$ cat src/rtl/bdlp_pkg.sv
// ---------------------------------------------------------------------------
// bdlp_pkg
// Shared types and constants for the button debounce / long-press block.
// ---------------------------------------------------------------------------
package bdlp_pkg;

    // Configuration register map (index into the register list)
    localparam int REG_DEBOUNCE   = 0;
    localparam int REG_LONG_PRESS = 1;

    // APB address width: two 16-bit registers, in 32-bit words at byte addresses 0 and 4
    localparam int CFG_ADDR_W = 3;
    localparam int CFG_DATA_W = 32;
    localparam int CFG_REG_W  = 16;

    // Register reset values
    localparam logic [CFG_REG_W-1:0] DEBOUNCE_RST   = 16'd30;
    localparam logic [CFG_REG_W-1:0] LONG_PRESS_RST = 16'd1000;

    // Input timestamp field width
    localparam int TIME_FIELD_W = 32;

    // Per-lane findings handed to the merge stage
    typedef struct packed {
        logic press;
        logic long_hit;
    } t_lane_res;

endpackage

$ cat src/rtl/button_debounce_long_press.sv
// ---------------------------------------------------------------------------
// button_debounce_long_press
// Debounce and long-press detection for a group of active-low buttons.
//
// Usage:
//   Slave stream: one item per sample, tdata = {pin_levels, time_ms}.
//   Master stream: one result item per input item,
//     tdata = {long_held, press_events} padded to whole bytes.
//   APB port: debounce_ms at byte address 0, long_press_ms at address 4,
//     written while the block is idle.
// Latency: a result is valid the cycle after its input item is accepted.
// Throughput: one item per cycle while results are read; every button has its own
//   lane, and each lane does one subtract and compare per timer combinationally.
// Stall: results sit in one output register; the slave side takes a new
//   item only when that register is empty or being read in the same cycle,
//   so a stalled receiver holds the result and back-pressures the source.
// Reset: synchronous, active low; all buttons released, timers at zero,
//   registers at 30 ms and 1000 ms, output register empty.
// ---------------------------------------------------------------------------
module button_debounce_long_press
    import bdlp_pkg::*;
#(
    parameter int NUM_BUTTONS      = 4,
    parameter int NUM_LONG_BUTTONS = 3,
    parameter int TIME_BITS        = 32,
    localparam int IN_W  = ((TIME_FIELD_W + NUM_BUTTONS + 7) / 8) * 8,
    localparam int OUT_W = ((NUM_BUTTONS + NUM_LONG_BUTTONS + 7) / 8) * 8
) (
    input  logic                  i_clk,
    input  logic                  i_rst_n,
    // input items
    input  logic                  s_axis_tvalid,
    output logic                  s_axis_tready,
    input  logic [IN_W-1:0]       s_axis_tdata,   // time_ms, pin_levels, zero pad
    // result items
    output logic                  m_axis_tvalid,
    input  logic                  m_axis_tready,
    output logic [OUT_W-1:0]      m_axis_tdata,   // press_events, long_held, zero pad
    // configuration
    input  logic                  psel,
    input  logic                  penable,
    input  logic                  pwrite,
    input  logic [CFG_ADDR_W-1:0] paddr,
    input  logic [CFG_DATA_W-1:0] pwdata,
    output logic [CFG_DATA_W-1:0] prdata,
    output logic                  pready
);

    logic [CFG_REG_W-1:0]        w_debounce_ms;
    logic [CFG_REG_W-1:0]        w_long_press_ms;
    logic                        w_accept;
    logic [TIME_BITS-1:0]        w_now;
    logic [NUM_BUTTONS-1:0]      w_pins;
    t_lane_res                   w_res [NUM_BUTTONS];
    logic [NUM_BUTTONS-1:0]      w_press;
    logic [NUM_LONG_BUTTONS-1:0] w_long;
    logic                        r_valid;
    logic [OUT_W-1:0]            r_tdata;

    bdlp_cfg u_cfg (
        .i_clk           (i_clk),
        .i_rst_n         (i_rst_n),
        .psel            (psel),
        .penable         (penable),
        .pwrite          (pwrite),
        .paddr           (paddr),
        .pwdata          (pwdata),
        .prdata          (prdata),
        .pready          (pready),
        .o_debounce_ms   (w_debounce_ms),
        .o_long_press_ms (w_long_press_ms)
    );

    assign s_axis_tready = !r_valid || m_axis_tready;
    assign w_accept      = s_axis_tvalid && s_axis_tready;
    assign w_now         = s_axis_tdata[TIME_BITS-1:0];
    assign w_pins        = s_axis_tdata[TIME_FIELD_W +: NUM_BUTTONS];

    // one lane per button
    generate
        for (genvar i = 0; i < NUM_BUTTONS; i++) begin : g_lane
            bdlp_lane #(
                .TIME_BITS (TIME_BITS),
                .HAS_LONG  (i < NUM_LONG_BUTTONS)
            ) u_lane (
                .i_clk           (i_clk),
                .i_rst_n         (i_rst_n),
                .i_en            (w_accept),
                .i_now           (w_now),
                .i_pin           (w_pins[i]),
                .i_debounce_ms   (w_debounce_ms),
                .i_long_press_ms (w_long_press_ms),
                .o_res           (w_res[i])
            );
            assign w_press[i] = w_res[i].press;
        end

        // merge long-press flags; buttons without a lane report zero
        for (genvar j = 0; j < NUM_LONG_BUTTONS; j++) begin : g_long
            if (j < NUM_BUTTONS) begin : g_hit
                assign w_long[j] = w_res[j].long_hit;
            end else begin : g_none
                assign w_long[j] = 1'b0;
            end
        end
    endgenerate

    // output register
    always_ff @(posedge i_clk) begin
        if (!i_rst_n) begin
            r_valid <= 1'b0;
        end else if (w_accept) begin
            r_valid <= 1'b1;
        end else if (m_axis_tready) begin
            r_valid <= 1'b0;
        end
    end

    always_ff @(posedge i_clk) begin
        if (w_accept) begin
            r_tdata <= OUT_W'({w_long, w_press});
        end
    end

    assign m_axis_tvalid = r_valid;
    assign m_axis_tdata  = r_tdata;

endmodule

$ cat src/rtl/bdlp_cfg.sv
// ---------------------------------------------------------------------------
// bdlp_cfg
// APB register file holding the debounce time and the long-press hold time.
// ---------------------------------------------------------------------------
module bdlp_cfg
    import bdlp_pkg::*;
(
    input  logic                  i_clk,
    input  logic                  i_rst_n,
    input  logic                  psel,
    input  logic                  penable,
    input  logic                  pwrite,
    input  logic [CFG_ADDR_W-1:0] paddr,
    input  logic [CFG_DATA_W-1:0] pwdata,
    output logic [CFG_DATA_W-1:0] prdata,
    output logic                  pready,
    output logic [CFG_REG_W-1:0]  o_debounce_ms,
    output logic [CFG_REG_W-1:0]  o_long_press_ms
);

    logic                 w_wr;
    logic                 w_sel_deb;
    logic                 w_sel_long;
    logic [CFG_REG_W-1:0] r_debounce_ms;
    logic [CFG_REG_W-1:0] r_long_press_ms;

    assign pready     = 1'b1;
    assign w_wr       = psel && penable && pwrite && pready;
    // word index is the address bit above the byte offset
    assign w_sel_deb  = (paddr[CFG_ADDR_W-1] == 1'(REG_DEBOUNCE));
    assign w_sel_long = (paddr[CFG_ADDR_W-1] == 1'(REG_LONG_PRESS));

    // register writes
    always_ff @(posedge i_clk) begin
        if (!i_rst_n) begin
            r_debounce_ms   <= DEBOUNCE_RST;
            r_long_press_ms <= LONG_PRESS_RST;
        end else if (w_wr) begin
            if (w_sel_deb) begin
                r_debounce_ms <= pwdata[CFG_REG_W-1:0];
            end
            if (w_sel_long) begin
                r_long_press_ms <= pwdata[CFG_REG_W-1:0];
            end
        end
    end

    // read mux
    always_comb begin
        if (w_sel_long) begin
            prdata = CFG_DATA_W'(r_long_press_ms);
        end else begin
            prdata = CFG_DATA_W'(r_debounce_ms);
        end
    end

    assign o_debounce_ms   = r_debounce_ms;
    assign o_long_press_ms = r_long_press_ms;

endmodule

$ cat src/rtl/bdlp_lane.sv
// ---------------------------------------------------------------------------
// bdlp_lane
// One button: debounce timer, stable level and optional long-press timer.
// ---------------------------------------------------------------------------
module bdlp_lane
    import bdlp_pkg::*;
#(
    parameter int TIME_BITS = 32,
    parameter bit HAS_LONG  = 1'b1
) (
    input  logic                 i_clk,
    input  logic                 i_rst_n,
    input  logic                 i_en,
    input  logic [TIME_BITS-1:0] i_now,
    input  logic                 i_pin,
    input  logic [CFG_REG_W-1:0] i_debounce_ms,
    input  logic [CFG_REG_W-1:0] i_long_press_ms,
    output t_lane_res            o_res
);

    logic                 r_prev;
    logic                 r_stable;
    logic [TIME_BITS-1:0] r_change_time;
    logic                 n_stable;
    logic [TIME_BITS-1:0] n_change_time;
    logic [TIME_BITS-1:0] w_elapsed;
    logic                 w_take;
    logic                 w_long_hit;

    // debounce: a changed reading restarts the timer
    always_comb begin
        n_change_time = (i_pin != r_prev) ? i_now : r_change_time;
        w_elapsed     = i_now - n_change_time;
        w_take        = (w_elapsed > TIME_BITS'(i_debounce_ms)) && (i_pin != r_stable);
        n_stable      = w_take ? i_pin : r_stable;
    end

    always_ff @(posedge i_clk) begin
        if (!i_rst_n) begin
            r_prev        <= 1'b1;
            r_stable      <= 1'b1;
            r_change_time <= '0;
        end else if (i_en) begin
            r_prev        <= i_pin;
            r_stable      <= n_stable;
            r_change_time <= n_change_time;
        end
    end

    // long-press tracking on the raw low level
    generate
        if (HAS_LONG) begin : g_long
            logic                 r_held;
            logic [TIME_BITS-1:0] r_start;
            logic [TIME_BITS-1:0] n_start;
            logic [TIME_BITS-1:0] w_held_for;

            always_comb begin
                n_start    = (!i_pin && !r_held) ? i_now : r_start;
                w_held_for = i_now - n_start;
                w_long_hit = !i_pin && (w_held_for >= TIME_BITS'(i_long_press_ms));
            end

            always_ff @(posedge i_clk) begin
                if (!i_rst_n) begin
                    r_held  <= 1'b0;
                    r_start <= '0;
                end else if (i_en) begin
                    r_held  <= !i_pin;
                    r_start <= n_start;
                end
            end
        end else begin : g_no_long
            assign w_long_hit = 1'b0;
        end
    endgenerate

    assign o_res.press    = w_take && !i_pin;
    assign o_res.long_hit = w_long_hit;

endmodule

$ cat config.mk
export PLATFORM = sky130hd
export DESIGN_NAME = button_debounce_long_press
export DESIGN_NICKNAME = d
export VERILOG_FILES = /design/src/rtl/bdlp_pkg.sv /design/src/rtl/button_debounce_long_press.sv /design/src/rtl/bdlp_cfg.sv /design/src/rtl/bdlp_lane.sv
export SDC_FILE = /design/constraint.sdc
export NUM_CORES = 1
export LEC_CHECK = 0
export BUFFER_PORTS_ARGS = -buffer_cell sky130_fd_sc_hd__buf_4
export CORE_MARGIN = 5
export CORE_UTILIZATION = 47
export DETAILED_ROUTE_END_ITERATION = 10
export GPL_ROUTABILITY_DRIVEN = 0
export PLACE_DENSITY_LB_ADDON = 0.2
export SLEW_MARGIN = 20
export SYNTH_ARGS = -nofsm -noshare
export SYNTH_HDL_FRONTEND = slang
export SYNTH_HIERARCHICAL = 1
export SYNTH_SLANG_ARGS = --single-unit
$ cat constraint.sdc
create_clock -name i_clk -period 12.82 [get_ports i_clk]
set_clock_uncertainty 0.15 [all_clocks]
set_input_delay 1.282 -clock i_clk [delete_from_list [all_inputs] [get_ports i_clk]]
set_output_delay 1.282 -clock i_clk [all_outputs]
set_load 0.1 [all_outputs]
Word-level counts from Yosys, hierarchy flattened --
Index checks and enable logic that the tools add are counted.
Storage, ports and cells: input bits 82, output and inout bits 43, register bits after elaboration 275
Operators by class: magnitude comparators 7, bitwise operators 1, reduce and logical (&&, ||, !) cells 33, eq/ne operators 8, add/sub/neg operators 7, mux-type cells 10
Operator list (count):
- 32-bit two-way mux | 7
- 32-bit subtractor | 7
- 32-bit by 16-bit greater-than comparator with 1-bit output | 4
- 32-bit by 16-bit greater-or-equal comparator with 1-bit output | 3
- 1-bit logical AND | 17
- 16-bit two-way mux | 1
- 2-bit AND reduction | 6
- 1-bit logical NOT | 8
- 1-bit inequality test | 8
- 1-bit two-way mux | 2
- 2-bit nonzero test | 1
- 1-bit logical OR | 1
- 1-bit inverter | 1

Longest topological paths before layout --
Gate-level depths: netlist of the first run.
depth after elaboration 6, depth in mapped cells 28, depth with buffers taken out 25

Modules after synthesis --
Netlist of the first run, hierarchy kept.
Modules (own cells, without submodules):
- bdlp_lane (g_lane[2].u_lane) | instances 1, cells each 1081, area an instance 8107.8 µm²
- bdlp_lane (g_lane[0].u_lane) | instances 1, cells each 1062, area an instance 8003.9 µm²
- bdlp_lane (g_lane[1].u_lane) | instances 1, cells each 970, area an instance 7569.8 µm²
- bdlp_lane (g_lane[3].u_lane) | instances 1, cells each 609, area an instance 4494.3 µm²
- bdlp_cfg | instances 1, cells each 170, area an instance 1646.6 µm²
- button_debounce_long_press | instances 1, cells each 14, area an instance 279.0 µm²

Least setup slack after synthesis of the first run --
No wires, ideal clock.
path kind input -> register, start input s_axis_tdata[32], end register r_tdata[0], in the netlist m_axis_tdata[0], data pin, stages 25, required time 12.408 ns, setup slack 6.409 ns, arrival 5.999 ns, cell sequence buf_4 > xor2_1 > buf_2 > buf_1 > clkbuf_1 > mux2i_1 > ha_1 > nand3_1 > nor2_1 > a31oi_1 > a211oi_1 > nor3_2 > xnor2_1 > ha_1 > nand4_1 > nor2_1 > a221oi_1 > o21ai_0 > o21ai_0 > nand3_1 > a2111oi_2 > nor4b_2 > nand4_1 > nor3_1 > nor3_1
On the way: longest elaborated chain between the ends 6
Ends and longest elaborated chain:
- start: declaration | RTL line button_debounce_long_press.sv:34 | input logic [IN_W-1:0] s_axis_tdata,
- 1-bit inequality test | RTL line bdlp_lane.sv:32 | n_change_time = (i_pin != r_prev) ? i_now : r_change_time;
- 32-bit two-way mux | RTL line bdlp_lane.sv:32
- 32-bit subtractor | RTL line bdlp_lane.sv:33 | w_elapsed = i_now - n_change_time;
- 32-bit by 16-bit greater-than comparator with 1-bit output | RTL line bdlp_lane.sv:34 | w_take = (w_elapsed > TIME_BITS'(i_debounce_ms)) && (i_pin != r_stable);
- 1-bit logical AND | RTL line bdlp_lane.sv:34
- 1-bit logical AND (*) | RTL line bdlp_lane.sv:78 | assign o_res.press = w_take && !i_pin;
- via w_press[0] | RTL line button_debounce_long_press.sv:55 | logic [NUM_BUTTONS-1:0] w_press;
- end signal: assignment | RTL line button_debounce_long_press.sv:121 | r_tdata <= OUT_W'({w_long, w_press});
- end: declaration | RTL line button_debounce_long_press.sv:58 | logic [OUT_W-1:0] r_tdata;
The timed path passes the listed nets; every way through them passes the cells marked *. A chain may end at the register's enable or synchronous reset.

Worst setup path after layout of the first run --
start input s_axis_tdata[34], end register r_tdata[2], in the netlist m_axis_tdata[2], data pin
On the way: longest elaborated chain between the ends 6
Ends and longest elaborated chain:
- 1-bit inequality test | RTL line bdlp_lane.sv:32
- 32-bit two-way mux | RTL line bdlp_lane.sv:32
- via g_lane[2].u_lane.n_change_time[0] | RTL line bdlp_lane.sv:25 | logic [TIME_BITS-1:0] n_change_time;
- 32-bit subtractor | RTL line bdlp_lane.sv:33
- 32-bit by 16-bit greater-than comparator with 1-bit output | RTL line bdlp_lane.sv:34
- 1-bit logical AND | RTL line bdlp_lane.sv:34
- 1-bit logical AND | RTL line bdlp_lane.sv:78
- via w_press[2] | RTL line button_debounce_long_press.sv:55
The timed path passes the listed nets, and every way through them passes these cells.

==> results of run 1 <==
==> flip-flops by register name, summed over array words and instances, names as in the netlist <==
name                          flops
g_lane.u_lane/r_stable            4
u_cfg/o_debounce_ms              16
m_axis_tvalid                     1
u_cfg/o_long_press_ms            16
g_lane.u_lane/r_prev              4
g_lane.u_lane/g_long.r_start     96
m_axis_tdata                      7
g_lane.u_lane/g_long.r_held       3
g_lane.u_lane/r_change_time     128
==> routing by layer <==
| metal | GRT usage | vias up | wire [um] |
|---|---|---|---|
| met4 | 0.0748 | 0 | 3060 |
| li1 | - | 14162 | - |
| met2 | 0.413 | 914 | 41300 |
| met3 | 0.0446 | 135 | 7250 |
| met1 | 0.366 | 13450 | 43900 |
| met5 | 0 | - | 0 |
==> power breakdown <==
part           leakage [nW]  total (mW)  switching, mW  internal [mW]
clock                 0.618        1.11          0.435          0.670
sequential             2.27       0.965         0.0452          0.919
combinational          11.9        1.85           1.12          0.729
total                  14.8        3.92           1.60           2.32
==> final cells by class <==
type,count,share of cell area
repair buffers,103,0.0245
well taps,846,0.0327
inverters,216,0.0250
clock inverters,14,0.00587
diodes,1,0.0000773
flip-flops and latches,275,0.172
multi-input cells,3213,0.706
clock buffers,51,0.0333
==> worst paths after layout <==
check                                                        start                                               end  slack [ns]  depth (start not counted)
hold / removal    g_lane[2].u_lane/g_long.r_start[16]$_SDFFE_PN0P_  g_lane[2].u_lane/g_long.r_start[16]$_SDFFE_PN0P_        0.31                          2
setup reg to reg              g_lane[0].u_lane/r_prev$_SDFFE_PN1P_                         m_axis_tdata[0]$_DFFE_PP_        6.74                         24
setup / recovery                                  s_axis_tdata[34]                         m_axis_tdata[2]$_DFFE_PP_        6.29                         25
hold reg to reg   g_lane[2].u_lane/g_long.r_start[16]$_SDFFE_PN0P_  g_lane[2].u_lane/g_long.r_start[16]$_SDFFE_PN0P_        0.31                          2
==> worst min-delay path: cells and delay by family (launching register included) <==
kind               cells  cell delay (ns)
DFF                    1             0.30
and+or+nand+nor        1             0.04
AOI/OAI and AO/OA      1             0.06
==> metrics by stage <==
step,area [sq um],setup slack [ns]
floorplan,30100,6.41
CTS,32400,6.37
finish,32400,6.29
detailed placement,31100,5.79
global route,32400,5.74
global placement,31100,5.77
==> key figures, run 1 <==
Setup path
  – Buffer and inverter count on the worst path: 3
  – CP Class: in -> reg
  – CP delay by family, top: compound AO/OA/AOI/OAI gates
  – Worst Path Arrival: 6.68 ns
  – Startpoint Class: primary input
  – Critical path's most frequent cell: ha_1
  – CP max stage delay: 0.73 ns
  – Crit. End Element: register
  – Worst Path Max Fanout: 19
  – Crit path required time: 12.97 ns
  – Crit-path slowest cell: xnor2_2

Global routing
  – Initial antenna violation count: 2
  – First-pass GRT wire length: 147 mm
  – Total global-route track usage: 0.261
  – Pin count of the biggest net entering global routing: 163
  – Vias in the first global route: 25882
  – Grt total ovfl: 0

Drt
  – First-pass DRT Iterations: 6
  – Wire per inst: 20.2 um
  – DR DRC count: 0
  – Final WL: 95.6 mm
  – Final ANT Viol Nets: 0
  – Vias: 28661
  – Vias per cell: 6.07
  – Iteration-0 DRC Markers: 2264

Clock tree
  – Root Driver: clkbuf_16
  – Inserted Clock Buffers: 36
  – Setup repair bufs after CTS: 0
  – Cts hold-fix bufs: 0
  – CTS Sinks: 275
  – Reg clk slew, reported paths: 0.06 ns
  – # resized after CTS: 0
  – Clk Latency, worst-skew pair: 0.58 ns
  – CTS tree: done
  – # H-tree levels: 2
  – CTS Buffer Depth: 3

Placement
  – Port Buf Inserts: 84
  – Dpl cells: 4653
  – Post-DP HPWL: 67.0 mm

STA
  – Max-slew violations: 0
  – Final period util: 0.509
  – Setup TNS: 0 ns
  – Worst-margin pin slew: 0.982 ns
  – Final hold vios: 0
  – Min cycle time layout: 6.53 ns
  – # setup viols final: 0
  – Unrepaired setup endpoints after global routing: no
  – Hold_ws: 0.313 ns
  – Max Clk Rate: 153 MHz
  – Slew headroom: 0.328

Layout
  – Fin nets: 4213
  – Most frequent cells in the layout: 518 x nand2_1, 283 x ha_1, 268 x dfxtp_1, 252 x a21oi_1, 223 x mux2i_1
  – Fillcell total: 6274
  – Ratio of cells with drive above 1 in the final layout: 0.0664
  – Core Util, Final: 0.513
  – Leading cell type in the layout, fill and taps excluded: nand2_1
  – Final non-filler cell total: 4719
  – Register area: 5580 sq um
  – Area Overhead vs Synth: 7.65%
  – Area of the multi-input gates: 22900 sq um

Power and ir drop
  – Tot Pwr: 3.92 mW
  – Leak: 14.8 nW
  – Maximum vdd drop: 0.0000842 V
  – Pwr dens: 121 nW/um^2

Floorplan
  – Die H: 263 um
  – Num rows: 92
  – Die area: 69200 sq um
  – Initial core utilization: 0.476
  – # IOs: 125
  – Die width: 263 um
  – Core ar.: 63200 sq um

Min path
  – Type of the tightest min-delay check: reg -> reg

Run
  – Maxcap violations: 0

Outcome
  – Status: finished clean

Synthesis
  – Synth Instances: 3904
  – Synth Cell Area: 30100 sq um
  – Avg Cell Area, Syn: 7.71 sq um
  – Yosys warns: 6
(Power assumes the default switching activity.)
==> run 2: changes to the inputs <==
==> constraint.sdc (replaced) <==
create_clock -name i_clk -period 6.22 [get_ports i_clk]
set_clock_uncertainty 0.15 [all_clocks]
set_input_delay 0.622 -clock i_clk [delete_from_list [all_inputs] [get_ports i_clk]]
set_output_delay 0.622 -clock i_clk [all_outputs]
set_load 0.1 [all_outputs]
==> run 2 against run 1 <==
Global-route usage grew 0.77 points. Largest power group unchanged. First-iteration DRC count grew 27%. Register-to-register slack lost 6.2 ns. Flip-flop and latch count is the same. Design area grew 0.70%. Core utilization grew 0.36 points. Worst setup slack lost 5.7 ns. Clock power grew 100%. Wire length grew 2.4%. Via count grew 1.4%.
==> key figures, run 2 (same netlist as run 1, synthesis figures left out) <==
Outcome
  – Status: finished clean

Layout
  – Post-route cell area: 32600 sq um
  – Area Overhead vs Synth: 8.40%
  – Ratio of cells with drive above 1 in the final layout: 0.0740
  – Core Util, Final: 0.516
  – Leading cell type in the layout, fill and taps excluded: nand2_1
  – Biggest register: g_lane.u_lane/r_change_time
  – Fin nets: 4246
  – Largest register FFs: 128
  – Final non-filler cell total: 4753
  – Largest registers: g_lane.u_lane/r_change_time: 128 flops, g_lane.u_lane/g_long.r_start: 96 flops
  – Most frequent cells in the layout: 518 x nand2_1, 283 x ha_1, 268 x dfxtp_1, 252 x a21oi_1, 223 x mux2i_1

Drt
  – Vias per cell: 6.11
  – DR DRC count: 0
  – First-pass DRT Iterations: 5
  – Wire per inst: 20.6 um
  – Iteration-0 DRC Markers: 2883
  – Vias: 29048
  – Final ANT Viol Nets: 0
  – Final WL: 97.8 mm

Setup path
  – Startpoint Class: register
  – Worst r2r path cells: 22
  – Crit. End Element: register
  – Crit path required time: 6.38 ns
  – CP Class: reg -> reg
  – Worst Path Max Fanout: 4
  – Worst Path Arrival: 5.82 ns

STA
  – Worst-margin pin slew: 1.03 ns
  – Max Clk Rate: 177 MHz
  – Hold_ws: 0.140 ns
  – # setup viols final: 0
  – Final hold vios: 0
  – Setup TNS: 0 ns
  – Max-slew violations: 0
  – Final period util: 0.910
  – Min cycle time layout: 5.66 ns
  – Fin worst setup slack: 0.557 ns
  – Slew headroom: 0.299
  – Unrepaired setup endpoints after global routing: no

Min path
  – Type of the tightest min-delay check: in -> reg
  – Worst Hold Depth: 3

Global routing
  – Pin count of the biggest net entering global routing: 112
  – Vias in the first global route: 26614
  – Grt total ovfl: 0
  – Total global-route track usage: 0.268
  – Initial antenna violation count: 1
  – First-pass GRT wire length: 152 mm

Floorplan
  – Initial core utilization: 0.476
  – Num rows: 92
  – # IOs: 125
  – Die H: 263 um
  – Die area: 69200 sq um
  – Core ar.: 63200 sq um
  – Die width: 263 um

Clock tree
  – # resized after CTS: 0
  – CTS tree: done
  – CTS Sinks: 275
  – Setup repair bufs after CTS: 0
  – Reg clk slew, reported paths: 0.06 ns
  – Inserted Clock Buffers: 37
  – CTS Buffer Depth: 3
  – # H-tree levels: 2
  – Root Driver: clkbuf_16
  – Cts hold-fix bufs: 0
  – Clk Latency, worst-skew pair: 0.58 ns

Placement
  – Pre-CTS setup slack: 0.328 ns
  – Port Buf Inserts: 84
  – Post-DP HPWL: 70.8 mm
  – Placed cell area: 31400 sq um
  – Dpl cells: 4685

Power and ir drop
  – Leak: 14.9 nW
  – Tot Pwr: 8.07 mW
  – Maximum vdd drop: 0.000167 V
  – Pwr dens: 248 nW/um^2

Run
  – Maxcap violations: 0
## run 2: cell count changes in the layout (fill, tap and decap cells not counted), moves of 2 or more
cell	previous run	this run
buf_4	101	132
clkbuf_8	8	3
clkinv_2	3	8
clkbuf_1	5	7
inv_6	2	0
## run 2: per-layer routing
metal	track usage	part of all wire
met3	0.0439	0.072
met2	0.422	0.43
met1	0.382	0.47
met5	0	0
met4	0.0741	0.032
## run 2: area by class of cell
cell class	instances	area, sq um
sequential	275	5580
multi-input combinational	3213	22900
timing repair buffer	135	1050
inverter	216	811
tap	846	1060
clock inverter	19	224
clock buffer	48	1020
fill	6142	30600
antenna	1	2.50
## run 2: final timing paths
kind,start,to,slack (ns)
setup / recovery,g_lane[0].u_lane/r_prev$_SDFFE_PN1P_,m_axis_tdata[0]$_DFFE_PP_,0.56
hold / removal,s_axis_tvalid,m_axis_tvalid$_SDFFE_PN0P_,0.14
setup reg to reg,g_lane[0].u_lane/r_prev$_SDFFE_PN1P_,m_axis_tdata[0]$_DFFE_PP_,0.56
hold reg to reg,g_lane[2].u_lane/g_long.r_start[16]$_SDFFE_PN0P_,g_lane[2].u_lane/g_long.r_start[16]$_SDFFE_PN0P_,0.32
## run 2: power by group
part | switching [mW] | internal, mW
sequential | 0.0947 | 1.89
clock | 0.903 | 1.33
combinational | 2.33 | 1.53
## run 2: critical path, stage by stage (launching register included)
cell and delay (ns):
dfxtp_1 0.48, xnor2_2 0.12, o21ai_0 0.23, ha_1 0.31, inv_1 0.09, ha_1 0.21, a31oi_4 0.16, nand2_1 0.13
a22oi_1 0.37, o31ai_1 0.25, xor2_1 0.20, ha_1 0.33, nand4_1 0.15, nor2_1 0.08, a221oi_1 0.24, o21ai_0 0.11
o21ai_0 0.44, nand3_1 0.17, a2111oi_2 0.31, nor4b_2 0.32, nand4_1 0.19, nor3_1 0.28, nor3_1 0.08
